$ cat src/hw/rtl/catmull_rom_to_bezier_smoother_core_defines.svh
// assertion macros for the smoother core, clocked on i_clk with i_rst_n
`ifndef CATMULL_ROM_TO_BEZIER_SMOOTHER_CORE_DEFINES_SVH
`define CATMULL_ROM_TO_BEZIER_SMOOTHER_CORE_DEFINES_SVH

// same-cycle implication
`define CRB_CHECK_SAME(lbl, pre, post) \
    lbl: assert property (@(posedge i_clk) disable iff (!i_rst_n) (pre) |-> (post)) \
        else $error("crb check failed");

// next-cycle implication
`define CRB_CHECK_NEXT(lbl, pre, post) \
    lbl: assert property (@(posedge i_clk) disable iff (!i_rst_n) (pre) |=> (post)) \
        else $error("crb check failed");

`endif

$ cat src/hw/rtl/crb_pkg.sv
`default_nettype none

package crb_pkg;

    localparam int CRB_COORD_BITS = 32;
    localparam int CRB_STEP_BITS  = 3;

    typedef logic signed [CRB_COORD_BITS-1:0] t_coord;
    typedef logic [CRB_STEP_BITS-1:0]         t_step;
    typedef logic [1:0]                       t_tap;
    typedef logic [1:0]                       t_seen;

    typedef struct packed {
        t_coord vx;
        t_coord vy;
        logic   vlast;
    } t_vertex;

    typedef struct packed {
        t_coord px;
        t_coord py;
        logic   point_role;
        logic   run_end;
    } t_point;

    localparam logic ROLE_ANCHOR  = 1'b0;
    localparam logic ROLE_CONTROL = 1'b1;

    localparam t_seen SEEN_HEAD = 2'd2;
    localparam t_seen SEEN_MAX  = 2'd3;

    // points of one job, in emit order
    localparam t_step STEP_HEAD    = 3'd0;
    localparam t_step STEP_SEG_C1  = 3'd1;
    localparam t_step STEP_SEG_C2  = 3'd2;
    localparam t_step STEP_SEG_END = 3'd3;
    localparam t_step STEP_FIN_C1  = 3'd4;
    localparam t_step STEP_FIN_C2  = 3'd5;
    localparam t_step STEP_FIN_END = 3'd6;

    localparam t_tap TAP_P0 = 2'd0;
    localparam t_tap TAP_P1 = 2'd1;
    localparam t_tap TAP_P2 = 2'd2;
    localparam t_tap TAP_P3 = 2'd3;

    // floor(m / 3) = (m * CRB_RECIP3) >> CRB_RECIP_SHIFT for m below 2^(CRB_COORD_BITS-1)+1
    localparam int CRB_RECIP_SHIFT = CRB_COORD_BITS + 1;
    localparam logic [63:0] CRB_RECIP3_FULL = ((64'd1 << CRB_RECIP_SHIFT) + 64'd2) / 64'd3;
    localparam logic [CRB_COORD_BITS-1:0] CRB_RECIP3 = CRB_RECIP3_FULL[CRB_COORD_BITS-1:0];

    localparam t_coord CRB_COORD_MAX = {1'b0, {(CRB_COORD_BITS-1){1'b1}}};
    localparam t_coord CRB_COORD_MIN = {1'b1, {(CRB_COORD_BITS-1){1'b0}}};

    typedef struct packed {
        t_coord [3:0] x;
        t_coord [3:0] y;
        t_step        first;
        t_step        last;
    } t_job;

    typedef struct packed {
        t_tap base;
        t_tap hi;
        t_tap lo;
        logic sub;
        logic role;
        logic run_end;
    } t_op;

    typedef struct packed {
        logic   valid;
        t_coord base_x;
        t_coord hi_x;
        t_coord lo_x;
        t_coord base_y;
        t_coord hi_y;
        t_coord lo_y;
        logic   sub;
        logic   role;
        logic   run_end;
    } t_issue;

    typedef struct packed {
        logic busy;
        logic free;
    } t_seq_stat;

    function automatic t_op op_for_step(input t_step s);
        t_op op;
        case (s)
            STEP_HEAD: begin
                op = '{base: TAP_P1, hi: TAP_P1, lo: TAP_P1, sub: 1'b0,
                       role: ROLE_ANCHOR, run_end: 1'b0};
            end
            STEP_SEG_C1: begin
                op = '{base: TAP_P1, hi: TAP_P2, lo: TAP_P0, sub: 1'b0,
                       role: ROLE_CONTROL, run_end: 1'b0};
            end
            STEP_SEG_C2: begin
                op = '{base: TAP_P2, hi: TAP_P3, lo: TAP_P1, sub: 1'b1,
                       role: ROLE_CONTROL, run_end: 1'b0};
            end
            STEP_SEG_END: begin
                op = '{base: TAP_P2, hi: TAP_P2, lo: TAP_P2, sub: 1'b0,
                       role: ROLE_ANCHOR, run_end: 1'b0};
            end
            STEP_FIN_C1: begin
                op = '{base: TAP_P2, hi: TAP_P3, lo: TAP_P1, sub: 1'b0,
                       role: ROLE_CONTROL, run_end: 1'b0};
            end
            STEP_FIN_C2: begin
                op = '{base: TAP_P3, hi: TAP_P3, lo: TAP_P2, sub: 1'b1,
                       role: ROLE_CONTROL, run_end: 1'b0};
            end
            STEP_FIN_END: begin
                op = '{base: TAP_P3, hi: TAP_P3, lo: TAP_P3, sub: 1'b0,
                       role: ROLE_ANCHOR, run_end: 1'b1};
            end
            default: begin
                op = '{base: TAP_P1, hi: TAP_P1, lo: TAP_P1, sub: 1'b0,
                       role: ROLE_ANCHOR, run_end: 1'b0};
            end
        endcase
        return op;
    endfunction

endpackage

`default_nettype wire

$ cat src/hw/rtl/crb_window.sv
`default_nettype none

module crb_window
    import crb_pkg::*;
(
    input  wire logic    i_clk,
    input  wire logic    i_rst_n,
    input  wire logic    i_cfg_we,
    input  wire logic    i_cfg_data,
    input  wire logic    i_accept,
    input  wire t_vertex i_vertex,
    output logic         o_job_load,
    output t_job         o_job,
    output t_seen        o_seen
);

    logic   r_enable;
    t_seen  r_seen;
    t_seen  n_seen;
    t_coord r_wx [0:2];
    t_coord r_wy [0:2];
    logic   w_head;
    logic   w_body;

    assign w_head     = r_enable && (r_seen == SEEN_HEAD);
    assign w_body     = r_enable && (r_seen == SEEN_MAX);
    assign o_job_load = w_head || w_body;
    assign o_seen     = r_seen;

    // first segment duplicates the first vertex as its own neighbour
    always_comb begin
        o_job.x[0] = w_head ? r_wx[1] : r_wx[0];
        o_job.y[0] = w_head ? r_wy[1] : r_wy[0];
        o_job.x[1] = r_wx[1];
        o_job.y[1] = r_wy[1];
        o_job.x[2] = r_wx[2];
        o_job.y[2] = r_wy[2];
        o_job.x[3] = i_vertex.vx;
        o_job.y[3] = i_vertex.vy;
        o_job.first = w_head ? STEP_HEAD : STEP_SEG_C1;
        o_job.last  = i_vertex.vlast ? STEP_FIN_END : STEP_SEG_END;
    end

    always_comb begin
        n_seen = r_seen;
        if (i_accept) begin
            if (i_vertex.vlast) begin
                n_seen = '0;
            end else if (r_seen != SEEN_MAX) begin
                n_seen = r_seen + 2'd1;
            end
        end
    end

    always_ff @(posedge i_clk) begin
        if (!i_rst_n) begin
            r_enable <= 1'b0;
            r_seen   <= '0;
            for (int i = 0; i < 3; i++) begin
                r_wx[i] <= '0;
                r_wy[i] <= '0;
            end
        end else begin
            if (i_cfg_we) begin
                r_enable <= i_cfg_data;
            end
            r_seen <= n_seen;
            if (i_accept) begin
                if (i_vertex.vlast) begin
                    for (int i = 0; i < 3; i++) begin
                        r_wx[i] <= '0;
                        r_wy[i] <= '0;
                    end
                end else begin
                    r_wx[0] <= r_wx[1];
                    r_wy[0] <= r_wy[1];
                    r_wx[1] <= r_wx[2];
                    r_wy[1] <= r_wy[2];
                    r_wx[2] <= i_vertex.vx;
                    r_wy[2] <= i_vertex.vy;
                end
            end
        end
    end

endmodule

`default_nettype wire

$ cat src/hw/rtl/crb_seq.sv
`default_nettype none

module crb_seq
    import crb_pkg::*;
(
    input  wire logic i_clk,
    input  wire logic i_rst_n,
    input  wire logic i_load,
    input  wire t_job i_job,
    input  wire logic i_adv,
    output t_seq_stat o_stat,
    output t_issue    o_issue
);

    logic  r_busy;
    t_step r_step;
    t_job  r_job;
    logic  w_at_last;
    t_op   w_op;

    assign w_at_last   = (r_step == r_job.last);
    assign o_stat.busy = r_busy;
    assign o_stat.free = !r_busy || (i_adv && w_at_last);

    assign w_op = op_for_step(r_step);

    always_comb begin
        o_issue.valid   = r_busy;
        o_issue.base_x  = r_job.x[w_op.base];
        o_issue.hi_x    = r_job.x[w_op.hi];
        o_issue.lo_x    = r_job.x[w_op.lo];
        o_issue.base_y  = r_job.y[w_op.base];
        o_issue.hi_y    = r_job.y[w_op.hi];
        o_issue.lo_y    = r_job.y[w_op.lo];
        o_issue.sub     = w_op.sub;
        o_issue.role    = w_op.role;
        o_issue.run_end = w_op.run_end;
    end

    always_ff @(posedge i_clk) begin
        if (!i_rst_n) begin
            r_busy <= 1'b0;
            r_step <= STEP_HEAD;
        end else if (i_load) begin
            r_busy <= 1'b1;
            r_step <= i_job.first;
        end else if (i_adv && r_busy) begin
            if (w_at_last) begin
                r_busy <= 1'b0;
            end else begin
                r_step <= r_step + CRB_STEP_BITS'(1);
            end
        end
    end

    always_ff @(posedge i_clk) begin
        if (i_load) begin
            r_job <= i_job;
        end
    end

endmodule

`default_nettype wire

$ cat src/hw/rtl/crb_point.sv
`default_nettype none

module crb_point
    import crb_pkg::*;
(
    input  wire logic   i_clk,
    input  wire logic   i_rst_n,
    input  wire t_issue i_issue,
    input  wire logic   i_out_ready,
    output logic        o_adv,
    output logic        o_out_valid,
    output t_point      o_out_data
);

    localparam int W = CRB_COORD_BITS;

    // stage 1: chord, sign and half magnitude
    logic signed [W:0] w_diff_x;
    logic signed [W:0] w_diff_y;
    logic [W:0]        w_mag_x;
    logic [W:0]        w_mag_y;

    logic          r_s1_valid;
    logic [W-1:0]  r_s1_half_x;
    logic [W-1:0]  r_s1_half_y;
    logic          r_s1_neg_x;
    logic          r_s1_neg_y;
    t_coord        r_s1_base_x;
    t_coord        r_s1_base_y;
    logic          r_s1_role;
    logic          r_s1_end;

    // stage 2: divide by three via reciprocal
    logic [2*W-1:0] w_prod_x;
    logic [2*W-1:0] w_prod_y;

    logic          r_s2_valid;
    logic [W-2:0]  r_s2_q_x;
    logic [W-2:0]  r_s2_q_y;
    logic          r_s2_neg_x;
    logic          r_s2_neg_y;
    t_coord        r_s2_base_x;
    t_coord        r_s2_base_y;
    logic          r_s2_role;
    logic          r_s2_end;

    // stage 3: offset and saturate
    logic [W:0]        w_q_x;
    logic [W:0]        w_q_y;
    logic signed [W:0] w_sum_x;
    logic signed [W:0] w_sum_y;
    t_coord            w_sat_x;
    t_coord            w_sat_y;

    logic   r_out_valid;
    t_point r_out;

    assign o_adv       = !r_out_valid || i_out_ready;
    assign o_out_valid = r_out_valid;
    assign o_out_data  = r_out;

    assign w_diff_x = {i_issue.hi_x[W-1], i_issue.hi_x} - {i_issue.lo_x[W-1], i_issue.lo_x};
    assign w_diff_y = {i_issue.hi_y[W-1], i_issue.hi_y} - {i_issue.lo_y[W-1], i_issue.lo_y};
    assign w_mag_x  = w_diff_x[W] ? (W+1)'(-w_diff_x) : w_diff_x;
    assign w_mag_y  = w_diff_y[W] ? (W+1)'(-w_diff_y) : w_diff_y;

    assign w_prod_x = (2*W)'(r_s1_half_x) * (2*W)'(CRB_RECIP3);
    assign w_prod_y = (2*W)'(r_s1_half_y) * (2*W)'(CRB_RECIP3);

    assign w_q_x   = {2'b00, r_s2_q_x};
    assign w_q_y   = {2'b00, r_s2_q_y};
    assign w_sum_x = {r_s2_base_x[W-1], r_s2_base_x} + (r_s2_neg_x ? -w_q_x : w_q_x);
    assign w_sum_y = {r_s2_base_y[W-1], r_s2_base_y} + (r_s2_neg_y ? -w_q_y : w_q_y);

    always_comb begin
        w_sat_x = w_sum_x[W-1:0];
        if (w_sum_x[W] != w_sum_x[W-1]) begin
            w_sat_x = w_sum_x[W] ? CRB_COORD_MIN : CRB_COORD_MAX;
        end
        w_sat_y = w_sum_y[W-1:0];
        if (w_sum_y[W] != w_sum_y[W-1]) begin
            w_sat_y = w_sum_y[W] ? CRB_COORD_MIN : CRB_COORD_MAX;
        end
    end

    always_ff @(posedge i_clk) begin
        if (!i_rst_n) begin
            r_s1_valid  <= 1'b0;
            r_s2_valid  <= 1'b0;
            r_out_valid <= 1'b0;
        end else if (o_adv) begin
            r_s1_valid  <= i_issue.valid;
            r_s2_valid  <= r_s1_valid;
            r_out_valid <= r_s2_valid;
        end
    end

    always_ff @(posedge i_clk) begin
        if (o_adv) begin
            r_s1_half_x <= w_mag_x[W:1];
            r_s1_half_y <= w_mag_y[W:1];
            r_s1_neg_x  <= w_diff_x[W] ^ i_issue.sub;
            r_s1_neg_y  <= w_diff_y[W] ^ i_issue.sub;
            r_s1_base_x <= i_issue.base_x;
            r_s1_base_y <= i_issue.base_y;
            r_s1_role   <= i_issue.role;
            r_s1_end    <= i_issue.run_end;

            r_s2_q_x    <= w_prod_x[2*W-1:CRB_RECIP_SHIFT];
            r_s2_q_y    <= w_prod_y[2*W-1:CRB_RECIP_SHIFT];
            r_s2_neg_x  <= r_s1_neg_x;
            r_s2_neg_y  <= r_s1_neg_y;
            r_s2_base_x <= r_s1_base_x;
            r_s2_base_y <= r_s1_base_y;
            r_s2_role   <= r_s1_role;
            r_s2_end    <= r_s1_end;

            r_out.px         <= w_sat_x;
            r_out.py         <= w_sat_y;
            r_out.point_role <= r_s2_role;
            r_out.run_end    <= r_s2_end;
        end
    end

endmodule

`default_nettype wire

$ cat src/hw/rtl/catmull_rom_to_bezier_smoother_core.sv
// channel | dir | handshake                 | beat
// in      | in  | i_in_valid / o_in_ready   | t_vertex: vx, vy, vlast
// out     | out | o_out_valid / i_out_ready | t_point: px, py, point_role, run_end
// cfg     | in  | i_cfg_valid / o_cfg_ready | smooth_enable, always ready
//
// the job sequencer issues output points in turn and holds on an output stall;
// with smoothing enabled a vertex yields 3 points, 4 on the third, 6 or 7 on
// the last, and the first two yield none; each point leaves through registered
// chord, divide and offset/saturate stages; synchronous active-low reset clears
// window, count, enable and pipe valids; an output stall freezes all stages; a
// new vertex is taken as the last point of the current one issues

`default_nettype none

`include "catmull_rom_to_bezier_smoother_core_defines.svh"

module catmull_rom_to_bezier_smoother_core
    import crb_pkg::*;
(
    input  wire logic    i_clk,
    input  wire logic    i_rst_n,
    input  wire logic    i_in_valid,
    output logic         o_in_ready,
    input  wire t_vertex i_in_data,
    output logic         o_out_valid,
    input  wire logic    i_out_ready,
    output t_point       o_out_data,
    input  wire logic    i_cfg_valid,
    output logic         o_cfg_ready,
    input  wire logic    i_cfg_data
);

    logic      w_accept;
    logic      w_job_load;
    t_job      w_job;
    t_seen     w_seen;
    logic      w_adv;
    t_seq_stat w_seq_stat;
    t_issue    w_issue;

    assign o_cfg_ready = 1'b1;
    assign o_in_ready  = w_seq_stat.free;
    assign w_accept    = i_in_valid && o_in_ready;

    crb_window u_window (
        .i_clk      (i_clk),
        .i_rst_n    (i_rst_n),
        .i_cfg_we   (i_cfg_valid),
        .i_cfg_data (i_cfg_data),
        .i_accept   (w_accept),
        .i_vertex   (i_in_data),
        .o_job_load (w_job_load),
        .o_job      (w_job),
        .o_seen     (w_seen)
    );

    crb_seq u_seq (
        .i_clk   (i_clk),
        .i_rst_n (i_rst_n),
        .i_load  (w_accept && w_job_load),
        .i_job   (w_job),
        .i_adv   (w_adv),
        .o_stat  (w_seq_stat),
        .o_issue (w_issue)
    );

    crb_point u_point (
        .i_clk       (i_clk),
        .i_rst_n     (i_rst_n),
        .i_issue     (w_issue),
        .i_out_ready (i_out_ready),
        .o_adv       (w_adv),
        .o_out_valid (o_out_valid),
        .o_out_data  (o_out_data)
    );

    `CRB_CHECK_NEXT(a_last_clears_count, w_accept && i_in_data.vlast, w_seen == '0)
    `CRB_CHECK_SAME(a_ready_busy_needs_adv, o_in_ready && w_seq_stat.busy, w_adv)
    `CRB_CHECK_SAME(a_control_not_end, o_out_valid && o_out_data.point_role, !o_out_data.run_end)

endmodule

`default_nettype wire
$ cat config.mk
export PLATFORM = sky130hd
export DESIGN_NAME = catmull_rom_to_bezier_smoother_core
export DESIGN_NICKNAME = d
export VERILOG_FILES = /design/src/hw/rtl/crb_pkg.sv /design/src/hw/rtl/crb_window.sv /design/src/hw/rtl/crb_seq.sv /design/src/hw/rtl/crb_point.sv /design/src/hw/rtl/catmull_rom_to_bezier_smoother_core.sv
export VERILOG_INCLUDE_DIRS = /design/src /design/src/hw/rtl
export SDC_FILE = /design/constraint.sdc
export NUM_CORES = 2
export LEC_CHECK = 0
export ABC_AREA = 1
export BUFFER_PORTS_ARGS = -buffer_cell sky130_fd_sc_hd__clkbuf_2
export CAP_MARGIN = 20
export CORE_ASPECT_RATIO = 1.4
export CORE_UTILIZATION = 65
export CTS_CLUSTER_DIAMETER = 120
export DETAILED_ROUTE_END_ITERATION = 10
export MAX_ROUTING_LAYER = met4
export PLACE_DENSITY = 0.81
export SLEW_MARGIN = 20
export SYNTH_ARGS = -nofsm -noshare
export SYNTH_HDL_FRONTEND = slang
export SYNTH_SLANG_ARGS = --single-unit
$ cat constraint.sdc
create_clock -name i_clk -period 25.6 [get_ports i_clk]
set_input_delay 7.68 -clock i_clk [delete_from_list [all_inputs] [get_ports i_clk]]
set_output_delay 7.68 -clock i_clk [all_outputs]
set_load 0.01 [all_outputs]
==> impl_results.md <==
* CP required at 17.92 ns
* Cts bufs inserted at 76
* Register area at 0.0236 sq mm
* Max Cap Viol at 0
* Unique masters post-synth at 59
* Vias in the first global route at 62246
* Final hold vios at 0
* Finished Cell Area at 0.0825 sq mm
* CTS tree: yes
* Largest net degree at the start of global routing at 167
* Drt pass-1 iters at 7
* Clock Skew at 0.0304 ns
* Fillers at 9153
* Register bit count reported by yosys at 788
* Syn_nets at 10525
* Wire length per cell at 21.9 microns
* Post-synth ARST share at 0%
* Clk root buf: clkbuf_16
* Grt ovf at 0
* CP Max Fanout at 5
* Vias at 61541
* Remaining DRCs at 0
* GRT Total Usage at 40.2%
* Initial antenna violation count at 7
* CTS Sinks at 788
* Die Span Y at 411 microns
* Setup_tns at 0 ns
* Fraction of layout cells with a size suffix above 1 at 4.01%
* Die X at 294 microns
* Hold buffers post-CTS at 0
* Fin nets at 10612
* Fmax at 61.2 MHz
* Actual slew at the worst max-slew pin at 1.15 ns
* Synth warnings at 0
* Area growth from synthesis to layout at 6.31%
* Finish-stage setup viols at 0
* Status: complete, no violations
* First-pass GRT wire length at 353 mm
* Startpoint Class: input pin
* H-tree lvl count at 3
* Post-Syn Instances at 8879
* Via/cell ratio at 5.80
* Worst hold path class: reg2reg
* Slew HR at 22.9%
* Max-slew violation count at 0
* Multi-input combinational cell area at 0.0461 sq mm
* Number of port buffers at 138
* Setup bufs post-CTS at 0
* CTS resizes at 0
* Crit path arrival time at 8.65 ns
* GP Congestion at 1.04
* Avg Synthesized Cell Area at 8.74 sq um
* Post-route ant nets at 0
* Std cell rows at 149
* Main synth FF type: edfxtp_1
* Final WL at 232 mm
* Period utilization at 63.8%
* Fin crit period at 16.33 ns
* Clock latency reported for the late side of the worst-skew pair at 0.70 ns
* Deepest clock path buffer count at 3
* Dpl cell area at 0.0798 sq mm
* Hpwl dp at 185 mm
* Starting Density at 65.8%
* Die area at 0.121 sq mm
* RSZ-0062 raised after global routing: false
* Cell area after synthesis at 0.0776 sq mm
* Dpl cells at 10473
* Critical path endpoint category: output pin
* Iter 0 DRT Violations at 6367
* Worst-path clk slew at 0.08 ns
* Core footprint at 0.118 sq mm
* Io pins at 140
* Sequential share of the synthesized area at 30.4%
* Fin cells at 10619
* Crit Path Category: in2out
* Number of synthesized flops with an enable pin at 778
==> sequential cells by signal, indices dropped and copies added (netlist names), 66 cells and up <==
name                cells
u_window.r_wx          96
u_seq.r_job           258
u_point.o_out_data     66
u_window.r_wy          96
==> logic make-up (layout without fill, tap and decap cells) <==
logic type,Yosys count,count (layout),share of synthesized area (%)
compound gates,1062,1062,7.95
xor+xnor,268,268,3.03
fa+ha+maj,1575,1575,32.4
buf+inv,2097,2246,10.3
flops,788,788,30.4
other cells,1,7,0.00483
simple gates,3088,3088,16.0
==> cells in the final DEF, fill, tap and decap left out, types with 7 or more instances in the layout <==
| master | instances |
|---|---|
| nand2_2 | 10 |
| clkbuf_16 | 78 |
| a31oi_1 | 94 |
| nor3_1 | 47 |
| nand3_1 | 236 |
| clkbuf_1 | 7 |
| clkbuf_2 | 138 |
| or2_2 | 28 |
| a21oi_1 | 494 |
| o21bai_1 | 23 |
| clkinv_1 | 12 |
| a21boi_0 | 8 |
| buf_4 | 26 |
| a21o_1 | 41 |
| nand2_1 | 1809 |
| dfxtp_1 | 10 |
| a32o_1 | 62 |
| xnor2_1 | 90 |
| clkinv_2 | 15 |
| nand3b_1 | 12 |
| nand4_1 | 47 |
| nor4_1 | 25 |
| o221ai_1 | 9 |
| fa_1 | 720 |
| inv_1 | 1928 |
| o31ai_1 | 9 |
| o21a_1 | 27 |
| o21ai_0 | 247 |
| o21ai_1 | 10 |
| bufinv_16 | 9 |
| edfxtp_1 | 778 |
| o211ai_1 | 11 |
| ha_1 | 855 |
| nor2_1 | 840 |
| xor2_1 | 176 |
==> area by class of cell <==
type	count	share of cell area (%)
multi-input combinational	5994	55.9
sequential	788	28.6
inverter	1940	8.85
tap	1585	2.40
clock buffer	85	2.40
timing repair buffer	166	1.11
clock inverter	55	0.778
antenna	6	0.0182
==> cell usage after synthesis (all sizes together) (2+ instances only) <==
library cell	instances	area (sq um)
a21oi	495	2480
nand3	241	1220
inv	1938	7270
a21boi	10	75.1
o22ai	2	12.5
o21ai	257	1290
nand4	47	294
dfxtp	10	200
nand2	1821	6860
xor2	178	1570
a31oi	94	588
o21bai	23	173
and2	6	37.5
clkbuf	80	300
o221ai	9	78.8
o31ai	9	67.6
o211ai	11	82.6
nor4	25	156
xnor2	90	788
nor3	50	278
o21a	27	203
nor2	850	3230
nand3b	12	90.1
a221oi	6	52.6
buf	77	428
o311ai	2	17.5
or2	30	190
a32oi	2	17.5
and3	5	31.3
a32o	62	621
clkinv	2	7.51
edfxtp	778	23400
a21o	41	308
fa	720	14400
ha	855	10700
o2111ai	5	43.8
a211oi	3	22.5
==> through the flow <==
stage	setup slack, ns	hold slack, ns	utilization (%)
6_report	9.27	0.399	69.9
4_1_cts	9.26	0.394	69.9
3_5_place_dp	9.27	0.405	67.7
5_1_grt	9.18	0.401	69.9
3_3_place_gp	9.29	0.402	67.7
2_1_floorplan	9.68	0.400	-
==> critical path, cell delays in order <==
cell and delay (ns):
clkbuf_2 0.08, nor2_1 0.43, o21ai_0 0.27, clkbuf_2 0.19
==> layer usage <==
metal / wire (microns) / global-route usage, %
met1: 87200 / 48.6
met2: 109000 / 63.3
met3: 20900 / 7.66
met4: 15100 / 22.3
met5: 0 / -
==> final timing paths <==
| kind | startpoint | to | slack, ns | cells after the start |
|---|---|---|---|---|
| worst max-delay path | i_out_ready | o_in_ready | 9.27 | 4 |
| worst min-delay path | u_point.r_s1_base_x[14]$_DFFE_PN_ | u_point.r_s2_base_x[14]$_DFFE_PN_ | 0.40 | 0 |
| worst max register to register | u_point.r_s1_half_x[13]$_DFFE_PN_ | u_point.r_s2_q_x[20]$_DFFE_PN_ | 17.42 | 24 |
| worst min register to register | u_point.r_s1_base_x[14]$_DFFE_PN_ | u_point.r_s2_base_x[14]$_DFFE_PN_ | 0.40 | 0 |
Power is left out: the tool's default activity adds up to more than one toggle a clock period on the data nets, which glitch-free logic cannot reach.
